**src/sv/cht_ram.sv**
```systemverilog
`default_nettype none
module cht_ram #(
  parameter int WIDTH  = 9,
  parameter int DEPTH  = 256,
  parameter int ADDR_W = (DEPTH > 1) ? $clog2(DEPTH) : 1
) (
  input  logic              clk,
  input  logic              we,
  input  logic [ADDR_W-1:0] waddr,
  input  logic [WIDTH-1:0]  wdata,
  input  logic              re,
  input  logic [ADDR_W-1:0] raddr,
  output logic [WIDTH-1:0]  rdata
);

  logic [WIDTH-1:0] mem [DEPTH];

  always_ff @(posedge clk) begin
    if (we) begin
      mem[waddr] <= wdata;
    end
    if (re) begin
      rdata <= mem[raddr];
    end
  end

endmodule
`default_nettype wire

```
**config.mk**
```make
export PLATFORM = sky130hd
export DESIGN_NAME = cht_ram
export DESIGN_NICKNAME = d
export VERILOG_FILES = /design/src/sv/cht_ram.sv
export SDC_FILE = /design/constraint.sdc
export NUM_CORES = 2
export LEC_CHECK = 0
export CAP_MARGIN = 20
export CORE_MARGIN = 1.5
export CORE_UTILIZATION = 45
export DETAILED_ROUTE_END_ITERATION = 16
export DONT_BUFFER_PORTS = 1
export GPL_ROUTABILITY_DRIVEN = 0
export PLACE_DENSITY = 0.61
export SKIP_LAST_GASP = 1
export SLEW_MARGIN = 0
export SYNTH_ARGS = -nofsm -noshare
export SYNTH_HDL_FRONTEND = slang
export SYNTH_SLANG_ARGS = --single-unit
```
**constraint.sdc**
```tcl
create_clock -name clk -period 6.1 [get_ports clk]
set_clock_uncertainty 0.15 [all_clocks]
set_input_delay 0.305 -clock clk [delete_from_list [all_inputs] [get_ports clk]]
set_output_delay 0.305 -clock clk [all_outputs]
set_load 0.05 [all_outputs]
```
# Word-level counts from Yosys, hierarchy flattened
# Memory sizes are Yosys's and may differ from the RTL's. A register that Yosys moved wholly into a read port is not among the register bits.
# Cells that the tools add are included.
# classes
muxes	2
# ops
cell	count
2-to-1 mux 1 bit	2
# totals
input_bits	28
register_bits	0
elab_cells	3
memories	1
ram_bits	2304
# mem_list
memory	depth	width	read_ports	rd_clocked_by_memory_dff	write_ports	line_no	rtl
mem	256	9	1	1	1	16	logic [WIDTH-1:0] mem [DEPTH];

# Longest topological paths before layout
# logic_depth
depth_word	2
depth_mapped	11
mapped_depth_nobuf	6

# Least setup slack after synthesis
# OpenSTA, ideal clock, no wires.
# synth_path
kind	input port to flip-flop
startpoint	in raddr[0]
endpoint	reg rdata[7] (read register of mem), data pin
setup_slack_ns	3.683
n_path_buf	4
cell_stages	9
arrival_time_ns	2.003
path_cell_list	buf_6 buf_12 buf_6 buf_6 mux4_2 a22oi_1 a21oi_1 nor4_1 nor3_1
# synth_rtl
element	line_no	rtl
from (decl)	12	input logic [ADDR_W-1:0] raddr,
to (decl)	13	output logic [WIDTH-1:0] rdata

==> metrics list <==
* Run status: finished, violations left
* Violations in the final reports: hold timing, slew limit
- In this run, the number of DRC markers left after iteration 0 of detailed routing was between 5000 and 6000.
- CTS buffer count: 226
* Worst reg2reg setup slack: 2760 ps
* Final period demand of the worst path: between 4000 and 5000 ps
* Number of global-route vias before repair: around 43000
* Worst max-slew margin expressed relative to the limit: -8.83%
* Latest clock arrival within the worst-skew pair: 870 ps
* Maximum clock insertion buffer count: 3
- Die X-Extent: between 400 and 500 um
- The critical path goes through buf_16 > buf_16 > buf_16 > mux4_2 > a22o_1 > a211oi_1 > a21oi_1 > a32oi_1 > dlygate4sd3_1 > nor3_1.
- The first global-routing pass estimated 317000 um of wire.
- Post-CTS Setup Repair Bufs: 0
- CTS saw 2313 sinks.
- Based on the critical path, the design can be clocked at up to 220 MHz.
* Fill cell count: between 15000 and 20000
- Setup Viol. Count Final: 0
- Clock-pin slew was measured on the worst setup and hold paths at about 60 ps.
- Portion of the clock cycle consumed by the worst path in the final layout: between 70% and 80%
- Total congestion overflow after global routing: 0
- Post-DRT Antenna Nets: 0
- Post-synthesis cell count: 4237
- Worst setup margin: 1550 ps
* Critical path's most frequent cell: sky130_fd_sc_hd__buf_16
* Synth async-reset ratio: 0%
- STA puts the critical path data arrival time at 4980 ps.
* Quantity of I/O buffers inserted on ports: 0
- Static leakage: 30.2 nW
* WL per Instance: 31.1 um
- Fin. max-slew vios: 176
- The worst register-to-register path has a depth of 6.
- Hold Violations, Final: 8
- In the final layout, the share of cells above drive strength 1 is 19.5%.
* Vias after detailed routing: roughly 43000
* Placeable core area: 0.197 mm^2
- Initial standard-cell utilization of the core: 45.3%
* Total Wirelength: about 220000 um
* Hold-critical path endpoint: mem[109][6]$_DFFE_PP_
* Worst IR Drop VDD: 0.231 mV
* Final core utilization: between 50% and 60%
- In the final timing run, aggregate negative setup slack is 0 ps.
- STA puts the critical path data required time at 6530 ps.
- Maximum number of pins on one net before global-route repair: 681
- The synthesized netlist contains 56 unique library cells.
* CTS H-tree lvls: 4
* RSZ-0062 raised after global routing: false
- Dividing the detail-routed via count by the number of cells gives 6.08.
- The completed layout was analyzed and its total power is 32.3 mW.
* Setup crit start kind: input port
- Placement Rows: 163
- In this run the most critical hold path is launched from wdata[6].
- Post-synthesis register bit count: 2313
* EDFF count, synth: approximately 2300
- Hold Crit Depth: 1
- Cell taking the most area after synthesis: sky130_fd_sc_hd__edfxtp_1
* Net count of the mapped netlist: 4265
- For this design the ratio of total power to cell area is 325 mW/mm^2.
- After legalization and detailed placement, the total HPWL measured 118000 um.
- Gr usage total: 21.8%
- List of most frequent post-synthesis cells: sky130_fd_sc_hd__edfxtp_1 (2313), sky130_fd_sc_hd__mux4_2 (467), sky130_fd_sc_hd__nor2_1 (305), sky130_fd_sc_hd__mux2i_1 (177), sky130_fd_sc_hd__a22oi_1 (174)
* Critical path start-end classification: in -> reg
- At the placement stage, the worst setup path has a slack of 2130 ps.
- Actual transition at the worst max-transition pin: 1630 ps
* Part of the Yosys area used for sequential elements: 77.7%
- The initial antenna violation count came to 8.
* DRC violations left: 0
- Placed inst area: 0.0916 mm^2
- The synthesized netlist occupies a cell area of roughly 0.089 mm^2.
* Post-synthesis average cell area: approximately 21 um^2
* Floorplan die area: between 0.2 and 0.25 mm^2
- For this run, the detailed router's first-pass iteration total came to 5.
- The tool flagged a number of max-cap violations equal to 0.
- Measured along the y axis, the die boundary spans roughly 450 um.
- For this design the top-level I/O count stands at 37.
- Among all flip-flop cells after synthesis, the most frequent one is sky130_fd_sc_hd__edfxtp_1.
- Largest stage delay, worst path: 670 ps
- Worst-case hold slack: -26.4 ps
- Synthesis warning total: 0
- R2R Path End: rdata[4]$_DFFE_PP_
- STA classifies the critical path endpoint as a flop.
- Worst reg2reg path startpoint: mem[114][4]$_DFFE_PP_
* Largest cells by area after synthesis: sky130_fd_sc_hd__edfxtp_1 (78%), sky130_fd_sc_hd__mux4_2 (12%), sky130_fd_sc_hd__mux2i_1 (2.0%)
* Share of the synthesized area in the top cell type: 77.7%
- Post-route cell area: approximately 0.1 mm^2
* Maximum fanout count along the critical path: 146
* Most common cell in the synthesized netlist: sky130_fd_sc_hd__edfxtp_1
- Broken down by cell family, the worst path's largest delay share belongs to buffers and inverters.
* Buffers & Inverters on Critical Path: 4
- Relative to the synthesized area, the layout overhead comes to 10.9%.
- Clock root buffer: sky130_fd_sc_hd__clkbuf_16
* Path type of the worst min-delay path: in -> reg
- Fin nets: about 4300
- TritonCTS built the clock tree.
* Cell with the largest stage delay on the worst path: sky130_fd_sc_hd__buf_16
-- worst max path at each step --
stage               cells past startpoint            endpoint                   from  slack [ps]
global route                           10  rdata[7]$_DFFE_PP_               raddr[0]        1250
CTS                                     6  rdata[4]$_DFFE_PP_  mem[115][4]$_DFFE_PP_        2670
floorplan                               9  rdata[7]$_DFFE_PP_               raddr[0]        3680
finish                                 10  rdata[7]$_DFFE_PP_               raddr[0]        1550
detailed placement                      6  rdata[4]$_DFFE_PP_               raddr[0]        2130
global placement                        7  rdata[6]$_DFFE_PP_               raddr[1]        1460
-- layer usage --
layer | vias to the layer above | track usage, % | wire length, um
met4 | 4 | 6.87 | 6780
met1 | 23200 | 31.7 | 93900
met2 | 1760 | 33.3 | 103000
met3 | 350 | 4.49 | 17700
met5 | - | 0 | 42
li1 | 17900 | - | -
-- through the flow --
stage          hold WS [ps]  std cells
3_5_place_dp            273       6666
4_1_cts                3.85       7098
6_report              -26.4       7111
3_3_place_gp            274       6658
5_1_grt                22.8       7107
2_1_floorplan           254       4237
-- placed cells by master (no fill, tap or decap), types with 5 or more instances in the layout --
master                             n
sky130_fd_sc_hd__a22o_1            8
sky130_fd_sc_hd__mux4_1            9
sky130_fd_sc_hd__nor4_2            6
sky130_fd_sc_hd__o21ai_0          31
sky130_fd_sc_hd__o21ai_1           5
sky130_fd_sc_hd__mux2i_1         177
sky130_fd_sc_hd__nor4_1           21
sky130_fd_sc_hd__clkbuf_1         45
sky130_fd_sc_hd__clkinv_1         63
sky130_fd_sc_hd__clkbuf_16       229
sky130_fd_sc_hd__inv_6             5
sky130_fd_sc_hd__mux2_2           21
sky130_fd_sc_hd__diode_2           5
sky130_fd_sc_hd__nor2b_1          24
sky130_fd_sc_hd__o221ai_1         35
sky130_fd_sc_hd__o31a_1            8
sky130_fd_sc_hd__clkinvlp_4        8
sky130_fd_sc_hd__nor2_1          303
sky130_fd_sc_hd__a211oi_1         26
sky130_fd_sc_hd__a31oi_1          10
sky130_fd_sc_hd__dlygate4sd3_1    19
sky130_fd_sc_hd__bufinv_16        11
sky130_fd_sc_hd__nand2_1          40
sky130_fd_sc_hd__a22oi_1         174
sky130_fd_sc_hd__nand4_1          11
sky130_fd_sc_hd__nand2b_1          9
sky130_fd_sc_hd__nand3_1          31
sky130_fd_sc_hd__a221oi_1         11
sky130_fd_sc_hd__clkinv_2         35
sky130_fd_sc_hd__mux4_2          467
sky130_fd_sc_hd__edfxtp_1       2313
sky130_fd_sc_hd__buf_4            43
sky130_fd_sc_hd__nor3_1           21
sky130_fd_sc_hd__clkinv_16         5
sky130_fd_sc_hd__buf_16           14
sky130_fd_sc_hd__a21oi_1          98
sky130_fd_sc_hd__o22ai_1          65
-- report_power, final --
| group | internal, mW | switching, mW |
|---|---|---|
| Clock | 7.33 | 5.94 |
| Combinational | 0.491 | 0.915 |
| Sequential | 17.5 | 0.0480 |
-- repair_timing --
action / 4_1_cts / 5_1_grt
hold buffers: 26 / 2
endpoints found under the hold margin: 2645 / 12
resized for setup: 0 / 0
-- sequential cells by signal (all words and copies together), names as in the netlist --
register	cells
mem	2304
rdata	9
-- final cells by class --
type,count,area (um^2),area share (%)
Antenna cell,5,12.5,0.0126
Clock inverter,132,1070,1.08
Timing Repair Buffer,82,952,0.960
Sequential cell,2313,69500,70.1
Inverter,2,7.51,0.00757
Multi-Input combinational cell,1663,18400,18.6
Clock buffer,274,5900,5.95
Tap cell,2640,3300,3.33
-- logic make-up (layout without fill, tap and decap cells) --
| kind of cell | after synthesis | after routing | share of synthesized area (%) |
|---|---|---|---|
| buffers and inverters | 261 | 490 | 1.75 |
| other | 0 | 5 | 0 |
| DFF | 2313 | 2313 | 77.7 |
| AOI/OAI and AO/OA | 489 | 489 | 3.75 |
| muxes | 674 | 674 | 14.3 |
| and+or+nand+nor | 500 | 500 | 2.50 |
No activity file was read; power rests on OpenSTA's default activity.
