==> src/sv/cht_pkg.sv <==
`default_nettype none
package cht_pkg;

  localparam int NUM_BUCKETS_DEF = 100;
  localparam int POOL_SIZE_DEF   = 256;

  localparam int KEY_W   = 16;
  localparam int DATA_W  = 16;
  localparam int CMD_W   = 2;
  localparam int STAT_W  = 2;
  localparam int LINK_W  = 9;
  localparam int COUNT_W = 9;

  localparam logic [LINK_W-1:0] NIL_LINK = 9'd256;

  localparam logic [CMD_W-1:0] CMD_INSERT = 2'd0;
  localparam logic [CMD_W-1:0] CMD_LOOKUP = 2'd1;
  localparam logic [CMD_W-1:0] CMD_REMOVE = 2'd2;

  localparam logic [STAT_W-1:0] ST_OK       = 2'd0;
  localparam logic [STAT_W-1:0] ST_NOTFOUND = 2'd1;
  localparam logic [STAT_W-1:0] ST_FULL     = 2'd2;

  // free-node scan width per cycle
  localparam int GROUP   = 16;
  localparam int GROUP_W = 4;

  // key mod N by reciprocal
  localparam int HASH_SHIFT = 24;

  typedef struct packed {
    logic              take;
    logic              put;
    logic [LINK_W-1:0] put_link;
  } alloc_ctl_t;

endpackage
`default_nettype wire

==> src/sv/cht_free_alloc.sv <==
`default_nettype none
module cht_free_alloc import cht_pkg::*; #(
  parameter int POOL_SIZE = POOL_SIZE_DEF,
  parameter int AW        = (POOL_SIZE > 1) ? $clog2(POOL_SIZE) : 1
) (
  input  logic          clk,
  input  logic          rst,
  input  alloc_ctl_t    ctl,
  output logic [AW-1:0] free_idx,
  output logic          busy
);

  localparam int NGRP = (POOL_SIZE + GROUP - 1) / GROUP;
  localparam int GW   = (NGRP > 1) ? $clog2(NGRP) : 1;

  logic [POOL_SIZE-1:0]    in_use;
  logic [NGRP*GROUP-1:0]   used_pad;
  logic [GW-1:0]           grp;
  logic [GROUP-1:0]        grp_bits;
  logic [GROUP_W-1:0]      pe;
  logic                    pe_hit;
  logic [LINK_W-1:0]       free_link;
  logic [LINK_W-1:0]       found_link;

  for (genvar i = 0; i < NGRP*GROUP; i++) begin : g_pad
    if (i < POOL_SIZE) begin : g_real
      assign used_pad[i] = in_use[i];
    end else begin : g_fill
      assign used_pad[i] = 1'b1;
    end
  end

  assign grp_bits   = used_pad[grp*GROUP +: GROUP];
  assign free_link  = LINK_W'(free_idx);
  assign found_link = LINK_W'({grp, pe});

  always_comb begin
    pe     = '0;
    pe_hit = 1'b0;
    for (int i = GROUP-1; i >= 0; i--) begin
      if (!grp_bits[i]) begin
        pe     = GROUP_W'(i);
        pe_hit = 1'b1;
      end
    end
  end

  always_ff @(posedge clk) begin
    if (rst) begin
      in_use   <= '0;
      free_idx <= '0;
      busy     <= 1'b0;
      grp      <= '0;
    end else if (ctl.take) begin
      in_use[free_idx] <= 1'b1;
      grp              <= GW'(free_link >> GROUP_W);
      busy             <= 1'b1;
    end else if (ctl.put) begin
      in_use[ctl.put_link[AW-1:0]] <= 1'b0;
      // a full pool leaves free_idx on a node in use
      if (ctl.put_link < free_link || in_use[free_idx]) begin
        free_idx <= ctl.put_link[AW-1:0];
      end
    end else if (busy) begin
      if (pe_hit) begin
        free_idx <= found_link[AW-1:0];
        busy     <= 1'b0;
      end else if (32'(grp) == NGRP-1) begin
        busy <= 1'b0;
      end else begin
        grp <= grp + 1'b1;
      end
    end
  end

endmodule
`default_nettype wire

==> config.mk <==
export PLATFORM = sky130hd
export DESIGN_NAME = cht_free_alloc
export DESIGN_NICKNAME = d
export VERILOG_FILES = /design/src/sv/cht_pkg.sv /design/src/sv/cht_free_alloc.sv
export SDC_FILE = /design/constraint.sdc
export NUM_CORES = 1
export LEC_CHECK = 0
export BUFFER_PORTS_ARGS = -buffer_cell sky130_fd_sc_hd__buf_2
export CORE_MARGIN = 4
export CORE_UTILIZATION = 50
export CTS_CLUSTER_SIZE = 28
export DETAILED_ROUTE_END_ITERATION = 6
export PLACE_DENSITY = 0.66
export SLEW_MARGIN = 20
export SYNTH_ARGS = -nofsm -noshare
export SYNTH_HDL_FRONTEND = slang
export SYNTH_SLANG_ARGS = --single-unit
==> constraint.sdc <==
create_clock -name clk -period 5.8 [get_ports clk]
set_input_delay 0.29 -clock clk [delete_from_list [all_inputs] [get_ports clk]]
set_output_delay 0.29 -clock clk [all_outputs]
set_load 0.005 [all_outputs]
* After elaboration in Yosys (flattened, before gate mapping) *
Index checks and enable logic that the tools add are counted.

storage, ports and cells
  register bits after elaboration = 269
  input bits = 13
  output and inout bits = 9
  word-level logic and storage cells = 83

operators by class
  add/subtract/negate cells = 1
  magnitude comparators = 5
  equal/unequal tests = 5
  shifts and indexed selects = 1
  muxes and demuxes = 54
  bitwise logic cells = 4
  reductions and logical operators = 9

operator list
  operator             number
  $mux 256             2
  $and 256x256->256    1
  $not 256->256        1
  $or 256x256->256     1
  $shiftx 256x9->16    1
  $mux 4               21
  $mux 8               4
  $mux 1               24
  $lt 8x9->1 const B   2
  $demux 1 s8          2
  $ge 8x1->1 const B   2
  $lt 9x8->1           1
  $bmux 1 s8           1
  $reduce_and 4->1     2
  $reduce_bool 2->1    4
  $add 4x1->4 const B  1
  $eq 4x4->1 const B   1
  $ne 2x1->1 const B   2
  $ne 2x2->1 const B   2
  $logic_and 1x1->1    2
  $logic_or 1x1->1     1
  $not 1->1            1

* Longest topological paths before layout *
Gate-level depths: netlist of the first run.

  depth after elaboration = 21
  gate-level depth with buffers = 14
  gate-level depth less buffers = 10

* Worst setup path before layout of the first run *
No wires, ideal clock.

  kind = reg-to-reg
  start = register free_idx[0]
  end = register free_idx[1]
  library setup time = 0.091 ns
  arrival = 2.693 ns
  data required time = 5.709 ns
  setup slack = 3.016 ns
  stages on the path, launching flop included = 13
  buffers on the path = 3
  period minus slack after synthesis = 2.784 ns
  cells stage by stage = dfxtp_1 > buf_2 > buf_2 > mux4_2 > a22oi_1 > a21oi_1 > nor4_1 > nand4_1 > o21ai_1 > a21o_1 > buf_6 > a21oi_1 > a311oi_1

on the way
  cells in the longest elaborated chain, start to end = 5
  elaborated cells between the ends (all ways) = 6
  those cells by class = order compare: 1; eq/ne: 1; mux: 2; reduce/logical: 2

ends and longest elaborated chain
  element                                RTL line              source
  start, declared                        cht_free_alloc.sv:9   output logic [AW-1:0] free_idx,
  start signal, assigned                 cht_free_alloc.sv:62  free_idx <= ctl.put_link[AW-1:0];
  start signal, assigned                 cht_free_alloc.sv:66  free_idx <= found_link[AW-1:0];
  $bmux 1 s8                             cht_free_alloc.sv:61  if (ctl.put_link < free_link || in_use[free_idx]) begin
  $mux 1 (not written as such)           cht_free_alloc.sv:61
  $logic_or 1x1->1 (*)                   cht_free_alloc.sv:61
  $ne 2x1->1 (no source line) (*)        -
  $reduce_and 4->1 (no source line) (*)  -

Mark *: on every way between the ends. The rest lies on a longest branch, timed or not. The select of a mux whose other input is x is not followed.
A chain may end at the register's enable or synchronous reset.

* Worst setup path after layout of the first run *
  start = register free_idx[1]
  end = register free_idx[4]

The elaborated chain is that of the path after synthesis.

==> parameters.txt, run 1 <==
Parameter                              Value

STA
  Final TNS setup    0 ps
  Worst-margin pin slew    1200 ps
  Worst clock skew    15.7 ps
  Share of the cycle needed by the critical path after routing    0.752
  Slew HR    0.198
  Final-report setup violation count    0
  Highest attainable clock frequency    229 MHz
  Count of final max-slew check failures    0
  Number of hold violations in the final report    0
  Final critical delay including setup and external delays    4360 ps
  Final-layout worst hold slack    259 ps
  RSZ-0062 raised after global routing    false

Yosys
  Most used flip-flop cell after synthesis    sky130_fd_sc_hd__dfxtp_1
  Synthesized area divided by synthesized cell count    8.56 sq um
  Dominant combinational cell family by area after synthesis    compound AO/OA/AOI/OAI gates
  Asr flop ratio synth    0
  #FFs+latches synth    269
  Number of warnings reported in the yosys synthesis log    0
  Post-synthesis cell area    15100 sq um
  Synthesized-area fraction occupied by adder cells    0.00662
  Cell count after synthesis    1767
  Number of distinct library cells after synthesis    69
  Fraction of the mapped netlist area in compound gates    0.226
  Xor/xnor cell area share of the yosys netlist    0.00116
  Share of synthesized cell area in and, or, nand and nor gates    0.162
  Number of synthesized flops with an enable pin    0
  Seq/Total Area, Yosys    0.356
  Net count after synthesis    1788
  Share of cell area taken by muxes after synthesis    0.197

Worst setup path
  Cell-by-cell trace of the critical path    inv_1 > a2111oi_1 > o31ai_1 > nor4_1 > nand4_1 > o21ai_1 > a21o_1 > a221oi_1 > a311oi_1
  Worst Path Buf+Inv    1
  Maximum fanout count along the critical path    29
  Worst reg-to-reg path cell count    9
  CP max stage cell    sky130_fd_sc_hd__dfxtp_2
  Data required time at the worst endpoint    6260 ps
  Critical path start-end classification    flip-flop to flip-flop
  Critical path startpoint category    flip-flop
  Critical path depth in cells    9
  Category of cells accounting for the largest share of critical-path delay    compound AO/OA/AOI/OAI gates
  Longest individual stage delay on the worst path    890 ps
  Crit path capture type    flip-flop
  Arrival time of the worst setup path    4820 ps

Drt
  First-pass detailed-route iteration total    7
  Via count    15381
  Number of DRC markers after the initial detailed-route iteration    2449
  Post-route ant nets    0
  Routed Wire Length    64400 um
  DRC violations left    4
  Detail-routed net length per standard cell    30.6 um
  Vias/cell    7.30

Job
  Max-capacitance violation count    0

Global route
  Initial antenna violation count    4
  Largest net degree at the start of global routing    160
  Wire length of the first global-routing pass    95200 um
  Grt ovf    0
  Vias in the first global route    14303
  Tot GR Track Use    0.377

Cells and area
  Fraction of final layout cells sized beyond drive strength 1    0.145
  P&R area growth vs syn    7.96%
  Final antenna diode count    0
  Number of nets at the end of the flow    1716
  Post-route insts no fill    2106
  Post-layout utilization of the core    0.550

CTS
  Clock tree from TritonCTS    done
  Max Root-Sink Buffers    3
  Resized cells post-CTS    0
  Clock tree root buffer cell    sky130_fd_sc_hd__clkbuf_16
  Num CTS Buffers    30
  Clock latency on the worst-skew pair    580 ps
  Clock-pin slew reported for the worst setup and hold paths after clock tree synthesis    70 ps
  Post-cts hold buffer count    0
  Postcts setup bufs    0
  Clock Sink Count    269
  H-tree depth    1

Hold path
  Classification of the worst-slack hold path    primary input to flip-flop
  Worst hold path depth    4

Die
  Initial core utilization    0.509
  Rows    63
  Overall die width    182 um
  Chip Height    182 um
  Overall die area    33100 sq um
  Core Region    29700 sq um
  Number of placed I/O pins    22

Pwr
  Worst-case vdd ir drop    0.000257 V
  Post-layout total power    4650 uW
  Power density over the cells    285 nW/um^2
  Standby leakage power    0.00497 uW

Outcome
  Violated checks    DRC
  Status    finished with violations

Place
  Detailed placement HPWL    45100 um
  Number of placed instances, taps included    2053
  Port Buf Inserts    21
  RePlAce Congestion    0.996
[worst paths after layout]
check | from | to | slack, ps
max reg2reg | free_idx[1]$_SDFFE_PP0P_ | free_idx[4]$_SDFFE_PP0P_ | 1440
min | ctl[7] | free_idx[7]$_SDFFE_PP0P_ | 260
max | free_idx[1]$_SDFFE_PP0P_ | free_idx[4]$_SDFFE_PP0P_ | 1440
min reg2reg | in_use[107]$_SDFFE_PP0P_ | in_use[107]$_SDFFE_PP0P_ | 490
[layer usage]
metal  global-route usage  vias to the layer above  routed length (um)
met5                    0                        -                  58
met4                0.196                        8                4230
met3                0.101                      298                8770
met2                0.556                     1294               27500
met1                0.510                     7395               23800
li1                     -                     6386                   -
[placed cells by master (no fill, tap or decap), drive strengths merged, types with 4 or more instances in the layout]
cell     netlist  routed
a22o           6       6
and3           5       5
nand3         62      62
o2111ai        5       5
nand2b         8       8
and2           6       6
a22oi         36      36
nor3          28      28
dfxtp        269     269
nor4          11      11
nand2        302     302
clkinv         1       5
or2            5       5
buf           39      51
nor2b         26      26
o21ai        263     263
a21o           4       4
mux4         116     116
a311oi        10      10
clkbuf       117      46
nand4         22      22
mux2i         33      33
ha             8       8
a221oi         5       5
nor2          52      52
a21oi        270     270
inv           10      11
[cells by family after synthesis]
group,Yosys count
AOI/OAI and AO/OA,626
xor gates and xnor gates,2
adders and majority gates,8
buffers and inverters,167
DFF,269
muxes,151
and+or+nand+nor,544
[metrics by stage]
stage | worst slack, ps | instance area (sq um)
2_1_floorplan | 3020 | 15100
3_3_place_gp | 1860 | 15300
3_5_place_dp | 1780 | 15300
4_1_cts | 1730 | 16300
5_1_grt | 1380 | 16300
6_report | 1440 | 16300
[report_power, final]
part	internal [uW]	switching (uW)
Clock	1150	827
Combinational	207	502
Sequential	1870	94.2
Total	3230	1420
[cells in the mapped netlist (12+ instances only)]
master,number,share of area
sky130_fd_sc_hd__a21oi_1,270,0.089
sky130_fd_sc_hd__a22oi_1,36,0.018
sky130_fd_sc_hd__buf_6,12,0.0089
sky130_fd_sc_hd__clkbuf_1,115,0.029
sky130_fd_sc_hd__dfxtp_1,269,0.36
sky130_fd_sc_hd__mux2i_1,33,0.022
sky130_fd_sc_hd__mux4_2,114,0.17
sky130_fd_sc_hd__nand2_1,301,0.075
sky130_fd_sc_hd__nand3_1,62,0.021
sky130_fd_sc_hd__nand4_1,21,0.0087
sky130_fd_sc_hd__nor2_1,52,0.013
sky130_fd_sc_hd__nor2b_1,26,0.011
sky130_fd_sc_hd__nor3_1,28,0.0093
sky130_fd_sc_hd__o21ai_0,262,0.087
[worst reg2reg max path: stages, from the launching register on]
cell and delay, ps:
sky130_fd_sc_hd__dfxtp_2 890, sky130_fd_sc_hd__inv_1 650, sky130_fd_sc_hd__a2111oi_1 750, sky130_fd_sc_hd__o31ai_1 140, sky130_fd_sc_hd__nor4_1 480, sky130_fd_sc_hd__nand4_1 210, sky130_fd_sc_hd__o21ai_1 230, sky130_fd_sc_hd__a21o_1 420
sky130_fd_sc_hd__a221oi_1 150, sky130_fd_sc_hd__a311oi_1 310
[area by class of cell]
type | instances | area (sq um)
multi-input cells | 1331 | 9060
clock inverters | 8 | 100
flip-flops and latches | 269 | 5400
inverters | 11 | 41.3
well taps | 390 | 488
fillers | 2707 | 13400
repair buffers | 52 | 347
clock buffers | 45 | 898
[registers in the layout, indices dropped and copies added (netlist names)]
register	cells
in_use	256
free_idx	8
grp	4
busy	1
Note: power is estimated with default switching activity, not from simulation.
==> run 2: changes to the inputs <==
Settings changed: PLACE_DENSITY 0.66 to 0.68.
Clock period 5.8 ns to 3.96 ns, I/O delays scaled along.
==> run 2 against run 1 <==
The run now ends clean. First-iteration DRC count grew 10%. Combinational power grew 66%. Die area is the same. Worst hold slack lost 140 ps. Non-clock buffer count grew 55. Register-to-register slack lost 1100 ps. Critical path depth grew 1. Cell area grew 2.8%. Final cell count grew 2.7%.
==> parameters.txt, run 2 (synthesized netlist as in run 1, its figures left out) <==
Parameter                              Value

STA
  Final-layout worst hold slack    116 ps
  Final critical delay including setup and external delays    3660 ps
  Final-report setup violation count    0
  Share of the cycle needed by the critical path after routing    0.924
  Worst clock skew    8.58 ps
  Slew HR    0.170
  RSZ-0062 raised after global routing    false
  Highest attainable clock frequency    273 MHz
  Final TNS setup    0 ps
  Number of hold violations in the final report    0
  Worst-margin pin slew    1230 ps
  Count of final max-slew check failures    0

Global route
  Vias in the first global route    14533
  Grt ovf    0
  Initial antenna violation count    4
  Wire length of the first global-routing pass    98100 um
  Tot GR Track Use    0.396
  Largest net degree at the start of global routing    152

Die
  Initial core utilization    0.509
  Rows    63
  Chip Height    182 um
  Overall die area    33100 sq um
  Number of placed I/O pins    22
  Overall die width    182 um
  Core Region    29700 sq um

CTS
  Clock tree from TritonCTS    done
  Clock tree root buffer cell    sky130_fd_sc_hd__clkbuf_16
  Num CTS Buffers    29
  Resized cells post-CTS    0
  Postcts setup bufs    0
  Post-cts hold buffer count    0
  Clock Sink Count    269
  H-tree depth    1
  Clock-pin slew reported for the worst setup and hold paths after clock tree synthesis    60 ps
  Max Root-Sink Buffers    3
  Clock latency on the worst-skew pair    570 ps

Hold path
  Classification of the worst-slack hold path    primary input to flip-flop
  Hold endpoint    in_use[187]$_SDFFE_PP0P_
  HP Start    ctl[10]
  Worst hold path depth    3

Drt
  Detail-routed net length per standard cell    31.3 um
  Post-route ant nets    0
  First-pass detailed-route iteration total    6
  DRC violations left    0
  Number of DRC markers after the initial detailed-route iteration    2694
  Vias/cell    7.24
  Via count    15653
  Routed Wire Length    67800 um

Worst setup path
  Critical path start-end classification    flip-flop to flip-flop
  Category of cells accounting for the largest share of critical-path delay    compound AO/OA/AOI/OAI gates
  R2R Path Start    grp[0]$_SDFFE_PP0P_
  Longest individual stage delay on the worst path    820 ps
  Data required time at the worst endpoint    4360 ps
  Maximum fanout count along the critical path    38
  CP max stage cell    sky130_fd_sc_hd__dfxtp_4
  Flop2flop setup slack    300 ps
  Reg-to-reg critical path endpoint    free_idx[6]$_SDFFE_PP0P_
  Worst reg-to-reg path cell count    10
  Critical path startpoint category    flip-flop
  Cell-by-cell trace of the critical path    buf_12 > mux4_2 > a22oi_1 > nand2_1 > nand4_1 > nor4_2 > or3b_1 > a21o_1 > a221oi_1 > a311oi_1
  Worst Path Buf+Inv    1
  Arrival time of the worst setup path    4060 ps
  Crit path capture type    flip-flop

Cells and area
  Post-layout utilization of the core    0.565
  Biggest regs    in_use: 256 flops, free_idx: 8 flops, grp: 4 flops
  Largest register FFs    256
  Top library cells by usage in the layout, fill and taps aside    sky130_fd_sc_hd__nand2_1, sky130_fd_sc_hd__a21oi_1, sky130_fd_sc_hd__dfxtp_1
  Post-route insts no fill    2162
  Top reg by flops    in_use
  Most frequent standard cell in the layout excluding fill and tap cells    sky130_fd_sc_hd__nand2_1
  Number of nets at the end of the flow    1770
  P&R area growth vs syn    11.0%
  Number of fill cells    2695
  Fraction of final layout cells sized beyond drive strength 1    0.166

Place
  RePlAce Congestion    1.06
  Number of placed instances, taps included    2108
  Detailed placement HPWL    48800 um
  Port Buf Inserts    21

Pwr
  Worst-case vdd ir drop    0.000372 V
  Power density over the cells    412 nW/um^2
  Post-layout total power    6920 uW
  Standby leakage power    0.00525 uW

Outcome
  Status    finished, final reports clean

Job
  Max-capacitance violation count    0
## run 2: layer usage
layer,vias up,global-route usage,routed length [um]
met2,1282,0.598,28900
met3,297,0.0927,8810
met5,-,0,16
met4,2,0.213,5000
li1,6500,-,-
met1,7572,0.528,25000
## run 2: worst min-delay path, cell delays in order
cell and delay [ps]:
sky130_fd_sc_hd__buf_2 260, sky130_fd_sc_hd__nand3_1 120, sky130_fd_sc_hd__a21oi_1 60
## run 2: stage by stage
| stage | area (sq um) | setup slack, ps |
|---|---|---|
| after floorplan | 15100 | 1180 |
| after global placement | 15800 | 392 |
| after detailed placement | 15800 | 357 |
| after CTS | 16800 | 342 |
| after global routing | 16800 | 54.8 |
| final | 16800 | 302 |
## run 2: cell type report
| class | instances | area [sq um] | area share |
|---|---|---|---|
| multi-input cells | 1331 | 9010 | 0.537 |
| flip-flops and latches | 269 | 5400 | 0.321 |
| repair buffers | 107 | 847 | 0.0505 |
| diodes | 1 | 2.50 | 0.000149 |
| clock inverters | 11 | 164 | 0.00976 |
| inverters | 11 | 41.3 | 0.00246 |
| well taps | 390 | 488 | 0.0291 |
| clock buffers | 42 | 835 | 0.0497 |
## run 2: how the worst max path moves through the flow
| stage | from | endpoint | slack (ps) | cells after the start |
|---|---|---|---|---|
| final | grp[0]$_SDFFE_PP0P_ | free_idx[6]$_SDFFE_PP0P_ | 300 | 10 |
| after global placement | grp[0]$_SDFFE_PP0P_ | free_idx[6]$_SDFFE_PP0P_ | 390 | 10 |
| after CTS | grp[0]$_SDFFE_PP0P_ | free_idx[2]$_SDFFE_PP0P_ | 340 | 10 |
| after floorplan | free_idx[0]$_SDFFE_PP0P_ | free_idx[1]$_SDFFE_PP0P_ | 1180 | 12 |
| after global routing | grp[0]$_SDFFE_PP0P_ | free_idx[4]$_SDFFE_PP0P_ | 50 | 10 |
| after detailed placement | grp[0]$_SDFFE_PP0P_ | free_idx[2]$_SDFFE_PP0P_ | 360 | 10 |
## run 2: power by group
group | total (uW) | internal, uW | leakage, uW | switching (uW)
combinational | 1180 | 380 | 0.00259 | 802
clock | 2890 | 1720 | 0.000486 | 1180
sequential | 2840 | 2740 | 0.00217 | 104
total | 6920 | 4830 | 0.00525 | 2080
